**config.mk**
```make
export PLATFORM = sky130hd
export DESIGN_NAME = lcd_controller_pixel_write
export DESIGN_NICKNAME = d
export VERILOG_FILES = /design/src/hw/rtl/lcdpw_pkg.sv /design/src/hw/rtl/lcdpw_color.sv /design/src/hw/rtl/lcdpw_pos.sv /design/src/hw/rtl/lcdpw_obuf.sv /design/src/hw/rtl/lcd_controller_pixel_write.sv
export SDC_FILE = /design/constraint.sdc
export NUM_CORES = 1
export LEC_CHECK = 0
export BUFFER_PORTS_ARGS = -buffer_cell sky130_fd_sc_hd__buf_4
export CORE_MARGIN = 2
export CORE_UTILIZATION = 55
export CTS_CLUSTER_DIAMETER = 30
export DETAILED_ROUTE_END_ITERATION = 10
export PLACE_DENSITY = 0.74
export SLEW_MARGIN = 20
export SYNTH_ARGS = -nofsm -noshare
export SYNTH_HDL_FRONTEND = slang
export SYNTH_SLANG_ARGS = --single-unit
```
**constraint.sdc**
```tcl
create_clock -name clk -period 5.8 [get_ports clk]
set_clock_uncertainty 0.05 [all_clocks]
set_input_delay 1.74 -clock clk [delete_from_list [all_inputs] [get_ports clk]]
set_output_delay 1.74 -clock clk [all_outputs]
set_load 0.01 [all_outputs]
```
**src/hw/rtl/lcdpw_pkg.sv**
```systemverilog
// Shared types and constants of the LCD pixel write front end.
// No dependencies; all lcdpw_* modules and the top level use it by scoped names.
package lcdpw_pkg;

    localparam int PANEL_WIDTH   = 132;
    localparam int PANEL_HEIGHT  = 132;
    localparam int TABLE_ENTRIES = 48;
    localparam int TABLE_BANK    = TABLE_ENTRIES / 3;

    // bus regions (address high nibble)
    localparam logic [3:0] REGION_CMD  = 4'h0;
    localparam logic [3:0] REGION_DATA = 4'h4;

    // controller commands
    localparam logic [7:0] CMD_COLUMN = 8'h2a;
    localparam logic [7:0] CMD_ROW    = 8'h2b;
    localparam logic [7:0] CMD_RAMWR  = 8'h2c;
    localparam logic [7:0] CMD_LUT    = 8'h2d;
    localparam logic [7:0] CMD_ACCESS = 8'h36;
    localparam logic [7:0] CMD_MODE   = 8'h3a;

    // color modes
    localparam logic [2:0] MODE_8BIT   = 3'd2;
    localparam logic [2:0] MODE_12A    = 3'd3;
    localparam logic [2:0] MODE_12B    = 3'd4;
    localparam logic [2:0] MODE_16BIT  = 3'd5;
    localparam logic [2:0] MODE_24BIT  = 3'd6;
    localparam logic [2:0] MODE_24ALT  = 3'd7;

    localparam logic [7:0] WINDOW_END_RESET = 8'd131;
    localparam logic [2:0] LAST_PHASE       = 3'd5;

    // one processed bus write; strobes are qualified by the pipeline advancing
    typedef struct packed {
        logic       cmd_wr;
        logic       data_wr;
        logic [7:0] cmd;     // current command, seen by data writes
        logic [7:0] data;
        logic [5:0] count;
        logic [2:0] phase;
    } bus_op_t;

    // color decode result: number of pixel puts and their colors
    typedef struct packed {
        logic [1:0]  puts;
        logic [15:0] color0;
        logic [15:0] color1;
    } color_res_t;

    // panel coordinate of one put
    typedef struct packed {
        logic       on;
        logic [7:0] x;
        logic [7:0] y;
    } coord_t;

    typedef struct packed {
        logic        last;
        logic [15:0] color;
        logic [7:0]  y;
        logic [7:0]  x;
    } beat_t;

endpackage

```
**src/hw/rtl/lcdpw_color.sv**
```systemverilog
// Color decode: mode register, pixel byte buffer and the three 16-entry lookup banks.
// Depends on lcdpw_pkg.
module lcdpw_color
(
    input  logic                  clk,
    input  logic                  rst_n,
    input  lcdpw_pkg::bus_op_t    op,
    output lcdpw_pkg::color_res_t res
);

    logic [2:0]  mode_reg;
    logic [7:0]  buf0_reg;
    logic [7:0]  buf1_reg;
    logic [15:0] color_a_reg;
    logic [7:0]  red_lut_reg   [lcdpw_pkg::TABLE_BANK];
    logic [7:0]  green_lut_reg [lcdpw_pkg::TABLE_BANK];
    logic [7:0]  blue_lut_reg  [lcdpw_pkg::TABLE_BANK];

    logic        pix_wr;
    logic [1:0]  p3;
    logic        p2;
    logic [11:0] w12;
    logic [3:0]  ri;
    logic [3:0]  gi;
    logic [3:0]  bi;
    logic [15:0] lut_color;
    logic        buf0_wr;
    logic        buf1_wr;
    logic        color_a_wr;

    function automatic logic [15:0] compose(input logic [7:0] r, input logic [7:0] g,
                                            input logic [7:0] b);
        compose = {r[4:0], 11'b0} + {3'b0, g, 5'b0} + {8'b0, b};
    endfunction

    assign pix_wr = op.data_wr && (op.cmd == lcdpw_pkg::CMD_RAMWR);
    assign p2     = op.phase[0];
    assign p3     = (op.phase >= 3'd3) ? 2'(op.phase - 3'd3) : op.phase[1:0];

    // 12-bit word: first half of mode A at phase 1, otherwise the low 12 bits
    always_comb
    begin
        if (mode_reg == lcdpw_pkg::MODE_12A && p3 == 2'd1)
            w12 = {buf0_reg, op.data[7:4]};
        else if (mode_reg == lcdpw_pkg::MODE_12A)
            w12 = {buf1_reg[3:0], op.data};
        else
            w12 = {buf0_reg[3:0], op.data};
    end

    always_comb
    begin
        if (mode_reg == lcdpw_pkg::MODE_8BIT)
        begin
            ri = {1'b0, op.data[7:5]};
            gi = {1'b0, op.data[4:2]};
            bi = {2'b0, op.data[1:0]};
        end
        else
        begin
            ri = w12[11:8];
            gi = w12[7:4];
            bi = w12[3:0];
        end
    end

    assign lut_color = compose(red_lut_reg[ri], green_lut_reg[gi], blue_lut_reg[bi]);

    always_comb
    begin
        res        = '0;
        buf0_wr    = 1'b0;
        buf1_wr    = 1'b0;
        color_a_wr = 1'b0;
        if (pix_wr)
        begin
            case (mode_reg)
                lcdpw_pkg::MODE_8BIT:
                begin
                    res.puts   = 2'd1;
                    res.color0 = lut_color;
                end
                lcdpw_pkg::MODE_12A:
                begin
                    buf0_wr    = (p3 == 2'd0);
                    buf1_wr    = (p3 == 2'd1);
                    color_a_wr = (p3 == 2'd1);
                    if (p3 == 2'd2)
                    begin
                        res.puts   = 2'd2;
                        res.color0 = color_a_reg;
                        res.color1 = lut_color;
                    end
                end
                lcdpw_pkg::MODE_12B:
                begin
                    buf0_wr = !p2;
                    if (p2)
                    begin
                        res.puts   = 2'd1;
                        res.color0 = lut_color;
                    end
                end
                lcdpw_pkg::MODE_16BIT:
                begin
                    buf0_wr = !p2;
                    if (p2)
                    begin
                        res.puts   = 2'd1;
                        res.color0 = {buf0_reg, op.data};
                    end
                end
                lcdpw_pkg::MODE_24BIT, lcdpw_pkg::MODE_24ALT:
                begin
                    buf0_wr = (p3 == 2'd0);
                    buf1_wr = (p3 == 2'd1);
                    if (p3 == 2'd2)
                    begin
                        res.puts   = 2'd1;
                        res.color0 = compose({3'b0, buf0_reg[7:3]}, {2'b0, buf1_reg[7:2]},
                                             {3'b0, op.data[7:3]});
                    end
                end
                default:
                begin
                    res.puts = 2'd0;
                end
            endcase
        end
    end

    // payload: buffer and held color, no reset
    always_ff @(posedge clk)
    begin
        if (buf0_wr)
            buf0_reg <= op.data;
        if (buf1_wr)
            buf1_reg <= op.data;
        if (color_a_wr)
            color_a_reg <= lut_color;
    end

    always_ff @(posedge clk or negedge rst_n)
    begin
        if (!rst_n)
        begin
            mode_reg <= lcdpw_pkg::MODE_16BIT;
            for (int i = 0; i < lcdpw_pkg::TABLE_BANK; i++)
            begin
                red_lut_reg[i]   <= 8'(i);
                green_lut_reg[i] <= 8'(2 * i);
                blue_lut_reg[i]  <= 8'(i);
            end
        end
        else if (op.data_wr)
        begin
            if (op.cmd == lcdpw_pkg::CMD_MODE)
                mode_reg <= op.data[2:0];
            if (op.cmd == lcdpw_pkg::CMD_LUT)
            begin
                case (op.count[5:4])
                    2'd0:    red_lut_reg[op.count[3:0]]   <= op.data;
                    2'd1:    green_lut_reg[op.count[3:0]] <= op.data;
                    2'd2:    blue_lut_reg[op.count[3:0]]  <= op.data;
                    default: ;
                endcase
            end
        end
    end

endmodule

```
**src/hw/rtl/lcdpw_pos.sv**
```systemverilog
// Write position, window and memory access options; maps up to two puts to panel coordinates.
// Depends on lcdpw_pkg.
module lcdpw_pos
(
    input  logic               clk,
    input  logic               rst_n,
    input  lcdpw_pkg::bus_op_t op,
    input  logic [1:0]         puts,
    output lcdpw_pkg::coord_t  pos0,
    output lcdpw_pkg::coord_t  pos1
);

    localparam logic [8:0] X_MAX = 9'(lcdpw_pkg::PANEL_WIDTH - 1);
    localparam logic [8:0] Y_MAX = 9'(lcdpw_pkg::PANEL_HEIGHT - 1);

    logic [7:0] col_reg;
    logic [7:0] row_reg;
    logic [7:0] col_start_reg;
    logic [7:0] col_end_reg;
    logic [7:0] row_start_reg;
    logic [7:0] row_end_reg;
    logic       mirror_rows_reg;
    logic       mirror_cols_reg;
    logic       swap_reg;

    logic [7:0] col1;
    logic [7:0] row1;
    logic [7:0] col2;
    logic [7:0] row2;

    // one step of the raster walk, wrapping inside the window
    function automatic logic [15:0] step(input logic [7:0] c, input logic [7:0] r,
                                         input logic [7:0] cs, input logic [7:0] ce,
                                         input logic [7:0] rs, input logic [7:0] re);
        logic [8:0] nx;
        logic [8:0] ny;
        nx = {1'b0, c} + 9'd1;
        ny = {1'b0, r} + 9'd1;
        if (nx > {1'b0, ce})
            step = {cs, (ny > {1'b0, re}) ? rs : ny[7:0]};
        else
            step = {nx[7:0], r};
    endfunction

    function automatic lcdpw_pkg::coord_t map(input logic [7:0] c, input logic [7:0] r,
                                              input logic sw, input logic mc, input logic mr);
        logic [8:0] sx;
        logic [8:0] sy;
        logic [8:0] mx;
        logic [8:0] my;
        sx = {1'b0, sw ? r : c};
        sy = {1'b0, sw ? c : r};
        mx = X_MAX - sx;
        my = Y_MAX - sy;
        map.on = (sx <= X_MAX) && (sy <= Y_MAX);
        map.x  = mc ? mx[7:0] : sx[7:0];
        map.y  = mr ? my[7:0] : sy[7:0];
    endfunction

    assign {col1, row1} = step(col_reg, row_reg, col_start_reg, col_end_reg,
                               row_start_reg, row_end_reg);
    assign {col2, row2} = step(col1, row1, col_start_reg, col_end_reg,
                               row_start_reg, row_end_reg);

    assign pos0 = map(col_reg, row_reg, swap_reg, mirror_cols_reg, mirror_rows_reg);
    assign pos1 = map(col1, row1, swap_reg, mirror_cols_reg, mirror_rows_reg);

    always_ff @(posedge clk or negedge rst_n)
    begin
        if (!rst_n)
        begin
            col_reg         <= '0;
            row_reg         <= '0;
            col_start_reg   <= '0;
            col_end_reg     <= lcdpw_pkg::WINDOW_END_RESET;
            row_start_reg   <= '0;
            row_end_reg     <= lcdpw_pkg::WINDOW_END_RESET;
            mirror_rows_reg <= 1'b0;
            mirror_cols_reg <= 1'b0;
            swap_reg        <= 1'b0;
        end
        else if (op.cmd_wr)
        begin
            if (op.data == lcdpw_pkg::CMD_RAMWR)
            begin
                col_reg <= col_start_reg;
                row_reg <= row_start_reg;
            end
        end
        else if (op.data_wr)
        begin
            case (op.cmd)
                lcdpw_pkg::CMD_COLUMN:
                begin
                    if (op.count == 6'd0)
                        col_start_reg <= op.data;
                    else
                        col_end_reg <= op.data;
                end
                lcdpw_pkg::CMD_ROW:
                begin
                    if (op.count == 6'd0)
                        row_start_reg <= op.data;
                    else
                        row_end_reg <= op.data;
                end
                lcdpw_pkg::CMD_ACCESS:
                begin
                    mirror_rows_reg <= op.data[7];
                    mirror_cols_reg <= op.data[6];
                    swap_reg        <= op.data[5];
                end
                default: ;
            endcase
            if (puts == 2'd1)
            begin
                col_reg <= col1;
                row_reg <= row1;
            end
            else if (puts == 2'd2)
            begin
                col_reg <= col2;
                row_reg <= row2;
            end
        end
    end

endmodule

```
**src/hw/rtl/lcdpw_obuf.sv**
```systemverilog
// Two-slot result register feeding the pixel stream; loads up to two beats at once.
// Depends on lcdpw_pkg.
module lcdpw_obuf
(
    input  logic             clk,
    input  logic             rst_n,
    input  logic             load,
    input  logic [1:0]       load_cnt,
    input  lcdpw_pkg::beat_t beat0,
    input  lcdpw_pkg::beat_t beat1,
    input  logic             m_axis_tready,
    output logic             m_axis_tvalid,
    output lcdpw_pkg::beat_t head,
    output logic             room
);

    logic [1:0]       cnt_reg;
    logic [1:0]       cnt_next;
    lcdpw_pkg::beat_t slot0_reg;
    lcdpw_pkg::beat_t slot1_reg;
    logic             pop;

    assign m_axis_tvalid = (cnt_reg != 2'd0);
    assign head          = slot0_reg;
    assign pop           = m_axis_tvalid && m_axis_tready;
    // room for two fresh beats once the head leaves
    assign room          = (cnt_reg == 2'd0) || (cnt_reg == 2'd1 && m_axis_tready);

    always_comb
    begin
        if (load)
            cnt_next = load_cnt;
        else if (pop)
            cnt_next = cnt_reg - 2'd1;
        else
            cnt_next = cnt_reg;
    end

    always_ff @(posedge clk or negedge rst_n)
    begin
        if (!rst_n)
            cnt_reg <= '0;
        else
            cnt_reg <= cnt_next;
    end

    always_ff @(posedge clk)
    begin
        if (load)
        begin
            slot0_reg <= beat0;
            slot1_reg <= beat1;
        end
        else if (pop)
            slot0_reg <= slot1_reg;
    end

endmodule

```
**src/hw/rtl/lcd_controller_pixel_write.sv**
```systemverilog
// Top level of the LCD controller pixel write front end: bus beat in, pixel writes out.
// Depends on lcdpw_pkg, lcdpw_color, lcdpw_pos and lcdpw_obuf.
//
//  channel  | dir | tdata                         | tuser            | tlast
//  ---------+-----+-------------------------------+------------------+-----------
//  s_axis   | in  | [7:0] data_byte               | [3:0] addr_region| -
//  m_axis   | out | [7:0] x, [15:8] y, [31:16] rgb| -                | last_pixel
//
// A bus beat is taken into an input register, decoded against the
// command/window/lookup state and its pixels (zero, one or two) are loaded into a
// two-slot result register. A beat giving one pixel or none retires every cycle
// while m_axis does not stall; a 12-bit mode A beat that gives two pixels holds off
// the next beat until the first of its pixels has left the single output port.
// Reset restores the default window, 16-bit mode and lookup table; a stall on
// m_axis holds the beats and backs up s_axis through the input register.
module lcd_controller_pixel_write
(
    input  logic        clk,
    input  logic        rst_n,
    input  logic        s_axis_tvalid,
    output logic        s_axis_tready,
    input  logic [7:0]  s_axis_tdata,   // [7:0] data_byte
    input  logic [3:0]  s_axis_tuser,   // [3:0] addr_region
    output logic        m_axis_tvalid,
    input  logic        m_axis_tready,
    output logic [31:0] m_axis_tdata,   // [7:0] pixel_x, [15:8] pixel_y, [31:16] pixel_color
    output logic        m_axis_tlast    // last_pixel
);

    // input register
    logic       in_valid_reg;
    logic       in_valid_next;
    logic [3:0] in_region_reg;
    logic [7:0] in_byte_reg;

    // command sequencing state
    logic [7:0] cmd_reg;
    logic [7:0] cmd_next;
    logic [5:0] count_reg;
    logic [5:0] count_next;
    logic [2:0] phase_reg;
    logic [2:0] phase_next;

    logic                  room;
    logic                  fire;
    logic                  accept;
    lcdpw_pkg::bus_op_t    op;
    lcdpw_pkg::color_res_t cres;
    lcdpw_pkg::coord_t     pos0;
    lcdpw_pkg::coord_t     pos1;
    lcdpw_pkg::beat_t      pix0;
    lcdpw_pkg::beat_t      pix1;
    lcdpw_pkg::beat_t      beat0;
    lcdpw_pkg::beat_t      head;
    logic                  on0;
    logic                  on1;
    logic [1:0]            load_cnt;

    assign fire          = in_valid_reg && room;
    assign s_axis_tready = !in_valid_reg || room;
    assign accept        = s_axis_tvalid && s_axis_tready;

    always_comb
    begin
        if (accept)
            in_valid_next = 1'b1;
        else if (fire)
            in_valid_next = 1'b0;
        else
            in_valid_next = in_valid_reg;
    end

    always_ff @(posedge clk or negedge rst_n)
    begin
        if (!rst_n)
            in_valid_reg <= 1'b0;
        else
            in_valid_reg <= in_valid_next;
    end

    always_ff @(posedge clk)
    begin
        if (accept)
        begin
            in_region_reg <= s_axis_tuser;
            in_byte_reg   <= s_axis_tdata;
        end
    end

    // decoded operation, strobes only when the beat retires
    assign op.cmd_wr  = fire && (in_region_reg == lcdpw_pkg::REGION_CMD);
    assign op.data_wr = fire && (in_region_reg == lcdpw_pkg::REGION_DATA);
    assign op.cmd     = cmd_reg;
    assign op.data    = in_byte_reg;
    assign op.count   = count_reg;
    assign op.phase   = phase_reg;

    // command byte clears the counters; data beats bump them
    always_comb
    begin
        cmd_next   = cmd_reg;
        count_next = count_reg;
        phase_next = phase_reg;
        if (op.cmd_wr)
        begin
            cmd_next   = in_byte_reg;
            count_next = '0;
            phase_next = '0;
        end
        else if (op.data_wr)
        begin
            if (count_reg < 6'(lcdpw_pkg::TABLE_ENTRIES))
                count_next = count_reg + 6'd1;
            phase_next = (phase_reg == lcdpw_pkg::LAST_PHASE) ? 3'd0 : phase_reg + 3'd1;
        end
    end

    always_ff @(posedge clk or negedge rst_n)
    begin
        if (!rst_n)
        begin
            cmd_reg   <= lcdpw_pkg::CMD_RAMWR;
            count_reg <= '0;
            phase_reg <= '0;
        end
        else
        begin
            cmd_reg   <= cmd_next;
            count_reg <= count_next;
            phase_reg <= phase_next;
        end
    end

    lcdpw_color u_color
    (
        .clk   (clk),
        .rst_n (rst_n),
        .op    (op),
        .res   (cres)
    );

    lcdpw_pos u_pos
    (
        .clk   (clk),
        .rst_n (rst_n),
        .op    (op),
        .puts  (cres.puts),
        .pos0  (pos0),
        .pos1  (pos1)
    );

    // drop off-panel puts and pack the survivors; the later survivor carries last
    assign on0 = (cres.puts != 2'd0) && pos0.on;
    assign on1 = (cres.puts == 2'd2) && pos1.on;

    assign load_cnt = {1'b0, on0} + {1'b0, on1};

    assign pix0 = '{last: 1'b0, color: cres.color0, y: pos0.y, x: pos0.x};
    assign pix1 = '{last: 1'b1, color: cres.color1, y: pos1.y, x: pos1.x};

    always_comb
    begin
        beat0 = on0 ? pix0 : pix1;
        beat0.last = (load_cnt == 2'd1);
    end

    lcdpw_obuf u_obuf
    (
        .clk           (clk),
        .rst_n         (rst_n),
        .load          (fire),
        .load_cnt      (load_cnt),
        .beat0         (beat0),
        .beat1         (pix1),
        .m_axis_tready (m_axis_tready),
        .m_axis_tvalid (m_axis_tvalid),
        .head          (head),
        .room          (room)
    );

    assign m_axis_tdata = {head.color, head.y, head.x};
    assign m_axis_tlast = head.last;

endmodule
```
* Word level (Yosys, flattened, before mapping)
Cells that the tools add are included. Widths: inputs -> output; s select.
Storage, ports and cells: output and inout port bits 35, bits in latches 0, logic and storage cells 249, memory bits (writable) 0, bits in registers 567, bits in read-only memories 0, memories kept 0
Cells by class: shift operators 0, divide/modulo/power cells 0, bitwise operators 6, equal/unequal tests 24, multiplexer cells 69, add/subtract/negate cells 17, multipliers 0, reductions and logical operators 43, magnitude comparators 15
Operators by type and width (count):
- $bwmux 128 | 3
- $mux 8 | 25
- $bmux 8 s4 | 3
- $pmux 16 s5 | 1
- $mux 34 | 2
- $mux 33 | 2
- $eq 8x6->1 const B | 7
- $mux 17 | 3
- $mux 16 | 3
- $add 8x1->9 const B | 4
- $gt 9x8->1 | 4
- $demux 8 s4 | 1
- $le 8x8->1 const B | 4
- $mux 32 | 1
- $sub 8x8->8 const A | 4
- $mux 12 | 2
- $ge 5x5->1 const B | 4
- $not 4->5 | 4
- $mux 6 | 3
- $add 16x11->16 | 1
- $add 16x13->16 | 1
- $add 16x5->16 | 1
- $add 16x8->16 | 1
- $reduce_and 4->1 | 4
- 34 further kinds | 86

* Logic depth before layout (Yosys ltp)
depth in word-level cells 20, mapped depth 32, depth with buffers taken out 28

* Cells and area by module
Synthesis repeated with hierarchy kept, for this count alone.
Second synthesis, totals: cell total of the unflattened synthesis 2533, area, all modules 28428.5 µm²
Modules (own cells, without submodules):
- lcdpw_color | cells each 1616, area an instance 18715.4 µm², times used 1
- lcdpw_pos | cells each 664, area an instance 5519.0 µm², times used 1
- lcdpw_obuf | cells each 121, area an instance 2553.7 µm², times used 1
- lcd_controller_pixel_write | cells each 132, area an instance 1640.3 µm², times used 1

* Worst setup path after synthesis
Ideal clock, no wire load.
kind register -> register, start point register u_pos.col_reg[0], end point register u_pos.row_reg[2], cell stages (with the launch flop) 29, path buffers 3, path slack -345 ps, data arrival time 5976 ps, library setup time 119 ps, clock period less this slack 6145 ps, data required time 5631 ps, path through dfrtp_1 -> ha_1 -> and3_1 -> and3_1 -> nor2b_1 -> or2_2 -> ha_1 -> a21oi_1 -> nor2b_1 -> o41ai_1 -> clkbuf_1 -> nand2_1 -> o21ai_1 -> ha_1 -> clkbuf_1 -> nand4_1 -> mux2i_1 -> nand2_1 -> xnor2_1 -> ha_1 -> nand4_1 -> o22ai_1 -> a21oi_1 -> a41oi_1 -> or2_2 -> clkbuf_1 -> nor3b_1 -> a31oi_1 -> o21a_1
Between the ends: cells in the longest elaborated chain, start to end 11, elaborated cells on any way between the ends 13, those cells by class add/sub: 3; order compare: 3; mux: 7
RTL lines:
- start: declaration | line lcdpw_pos.sv:16 | logic [7:0] col_reg;
- start signal: assignment | line lcdpw_pos.sv:86 | col_reg <= col_start_reg;
- start signal: assignment | line lcdpw_pos.sv:117 | col_reg <= col1;
- start signal: assignment | line lcdpw_pos.sv:122 | col_reg <= col2;
- $add 8x1->9 * | line lcdpw_pos.sv:37 | nx = {1'b0, c} + 9'd1;
- $gt 9x8->1 | line lcdpw_pos.sv:39 | if (nx > {1'b0, ce})
- $mux 16 * | line lcdpw_pos.sv:39
- $add 8x1->9 | line lcdpw_pos.sv:38 | ny = {1'b0, r} + 9'd1;
- $gt 9x8->1 | line lcdpw_pos.sv:40 | step = {cs, (ny > {1'b0, re}) ? rs : ny[7:0]};
- $mux 8 | line lcdpw_pos.sv:40
- $mux 16 | line lcdpw_pos.sv:39
- $mux 8 | line lcdpw_pos.sv:120 | else if (puts == 2'd2)
- $mux 8 * | line lcdpw_pos.sv:115 | if (puts == 2'd1)
- $mux 8 * | line lcdpw_pos.sv:90 | else if (op.data_wr)
- $mux 8 * | line lcdpw_pos.sv:82 | else if (op.cmd_wr)
- end signal: assignment | line lcdpw_pos.sv:87 | row_reg <= row_start_reg;
- end signal: assignment | line lcdpw_pos.sv:118 | row_reg <= row1;
- end signal: assignment | line lcdpw_pos.sv:123 | row_reg <= row2;
- end: declaration | line lcdpw_pos.sv:17 | logic [7:0] row_reg;
Every way passes the cells marked *; elsewhere a longest branch is shown, timed or not. The select of a mux whose other input is x is not followed. A chain may end at the register's enable or synchronous reset.

* Final worst setup path
start point register u_pos.col_reg[0], end point register u_pos.row_reg[4]
The elaborated chain is that of the path after synthesis.

==> run metrics <==
status finished, final reports clean; critical path type reg2reg; Tmin final 5680 ps; hold buffers post-CTS 0; PortBufs 50; CP Max Fanout 7; CTS buffer count 108; # IOs 51; FP Rows 81; PwrDens about 400 nW/um2; Top FF cell, synth dfrtp_1; dpl hpwl 51.8 mm; TritonCTS clock tree done; actual slew at the worst max-slew pin 1220 ps; Total Wirelength 78.9 mm; total core area ~49000 um2; Lkg Pwr 0.0146 uW; die width between 200 and 250 um; Setup crit start kind flop; sequential area share after synthesis between 50% and 60%; die height 227 um; number of global-route vias before repair 21.8k; Top Layer Used met4; Reg clk slew, reported paths 40 ps; most common cell after layout, fill and taps aside mux2_2; Synthesized Nets 2594; Synth cell types 88; Area growth, synth to finish 21.4%; Total Die Area 51500 um2; Pre-Repair DR Iteration Count 6; DR WL met3 5.18 mm; endpoint class of the critical path flop; GRT Overall Usage 30.9%; met2 routed WL ~37 mm; DRC viols 0; Post-synth EDFFs 109; Max clock buf depth 3; Starting DRT DRC Count 2092; Psw 3780 uW; mapped cell area 27300 um2; CTS root buf clkbuf_16; setup slack after layout 120 ps; H-tree levels 3; Starting Density 55.8%; syn_area_per_cell 10.8 um2; Comb power frac between 15 and 20%; nets around 2.7k; Fill cells 3471; Switching Fraction 29.0%; Int Power between 9000 and 10000 uW; Syn Inst Count 2522; Ys Warns 0; Critical Path AT between 6000 and 7000 ps; Reg power frac 33.0%; initial antenna violation count 0; final hold vios 0; max_cap viols 0; antenna viol nets, final 0; worst hold path type reg2reg; commonest non-fill, non-tap cells in the layout 385 x mux2_2, 313 x nand2_1, 301 x dfrtp_1, 188 x buf_4, 160 x nor2_1; FFs w/ async S/R, synth 79.0%; Peak VDD IR just under 0.0003 V; # clock sinks 519; Overflow after GRT 0; Slew Limit Headroom 18.6%; largest net degree at the start of global routing 118; highest clock rate 176 MHz; Final Cycle Share between 90 and 100%; ANT cells 0; Placed Instances 3217; met1 wire length around 32 mm; final setup fails 0; fraction of layout cells with a size suffix above 1 about a third; GPL Wtd Cong 0.988; mean routed wirelength per cell 23.0 um; flops & latches, synth 519; first-pass GRT wire length 123 mm; vias per std cell about 6.2; Final Max Tran Viols 0; vias post-DR about 21k; part of the power in the clock network 49.2%; Non-Filler Instances between 3k and 4k; Clock Latency Late Sink 650 ps; Critical Path RT 6250 ps; setup slack after placement -52.2 ps
[power by group through the flow]
stage / registers [uW] / logic [uW] / clock network (uW)
6_report: 4300 / 2320 / 6420
2_1_floorplan: 4340 / 1280 / 0
3_5_place_dp: 4340 / 2250 / 0
5_1_grt: 4320 / 2500 / 6660
4_1_cts: 4290 / 2270 / 6470
3_3_place_gp: 4330 / 2200 / 0
[critical path, cell delays in order, from the launching register on]
cell and delay (ps):
dfrtp_1 380, ha_1 220, and3_1 210, and3_1 210, nor2b_1 140, or2_2 330
ha_4 290, o21a_1 110, o21a_1 100, o22a_1 140, o41ai_2 80, and2_4 180
buf_4 150, buf_4 160, o31ai_1 570, nand3b_1 230, xnor2_2 130, inv_1 60
ha_1 320, nand4_1 130, o32ai_2 280, a21oi_2 100, buf_4 160, or4_1 450
o21ai_0 80, nand3_1 90, o311ai_0 120, a21oi_1 70
[cell usage after synthesis, drive strengths merged (22+ instances only)]
cell type | n | share of area, %
a211oi | 54 | 1.5
a21oi | 101 | 1.8
a311oi | 22 | 0.70
a31oi | 37 | 0.90
and2 | 42 | 0.96
and3 | 29 | 0.66
buf | 23 | 0.42
clkbuf | 138 | 1.9
dfrtp | 303 | 28
dfstp | 107 | 10
edfxtp | 109 | 12
ha | 55 | 2.5
inv | 59 | 0.81
mux2 | 385 | 16
mux2i | 70 | 2.6
nand2 | 316 | 4.4
nand3 | 83 | 1.5
nor2 | 163 | 2.2
nor2b | 22 | 0.50
o21ai | 114 | 2.1
xnor2 | 36 | 1.2
[through the flow]
stage | util [%] | total power, uW | TNS [ps] | hold WS (ps) | area, um2
after floorplan | - | 5620 | 0 | 393 | 27400
after global placement | 59.5 | 6530 | -0.424 | 412 | 29100
after detailed placement | 59.5 | 6590 | -104 | 421 | 29100
after CTS | 67.4 | 13000 | 0 | 433 | 33000
after global routing | 67.8 | 13500 | -130 | 458 | 33200
final | 67.8 | 13000 | 0 | 433 | 33200
[logic make-up after synthesis]
| group | share of synthesized area (%) |
|---|---|
| simple gates | 12.4 |
| flops | 50.0 |
| fa+ha+maj | 2.59 |
| buf+inv | 3.14 |
| xor+xnor | 1.79 |
| mux | 18.5 |
| compound gates | 11.5 |
[worst paths after layout]
check                                        startpoint                               endpoint  slack (ps)  depth (start not counted)
setup / recovery           u_pos.col_reg[0]$_DFFE_PN0P_           u_pos.row_reg[4]$_DFFE_PN0P_         120                         27
hold / removal                   cmd_reg[2]$_DFFE_PN1P_                 cmd_reg[2]$_DFFE_PN1P_         430                          2
setup reg to reg           u_pos.col_reg[0]$_DFFE_PN0P_           u_pos.row_reg[4]$_DFFE_PN0P_         120                         27
hold reg to reg                  cmd_reg[2]$_DFFE_PN1P_                 cmd_reg[2]$_DFFE_PN1P_         430                          2
max in group asynchronous                         rst_n  u_color.blue_lut_reg[119]$_DFFE_PN0P_        3360                          2
min in group asynchronous                         rst_n    u_color.red_lut_reg[88]$_DFFE_PN0P_        1160                          1
[routing by layer]
layer  vias to the layer above  global-route usage, %
met4                         0                   17.1
met5                         -                      0
met1                     10800                   40.3
li1                       9466                      -
met2                       907                   49.7
met3                       188                   5.07
[final cells by class]
cell class | instances | area (um2) | area share [%]
Clock buffer | 140 | 3040 | 9.15
Sequential cell | 519 | 13700 | 41.2
Inverter | 60 | 225 | 0.679
Multi-Input combinational cell | 1783 | 13000 | 39.2
Tap cell | 664 | 831 | 2.50
Clock inverter | 65 | 827 | 2.49
Timing Repair Buffer | 196 | 1570 | 4.72
[timing repair]
item,in CTS,in global routing
pin swaps,0,7
gates resized for setup,2,29
cloned,0,1
endpoints found under the setup margin,4,20
setup buffers,0,4
(Power assumes the default switching activity.)
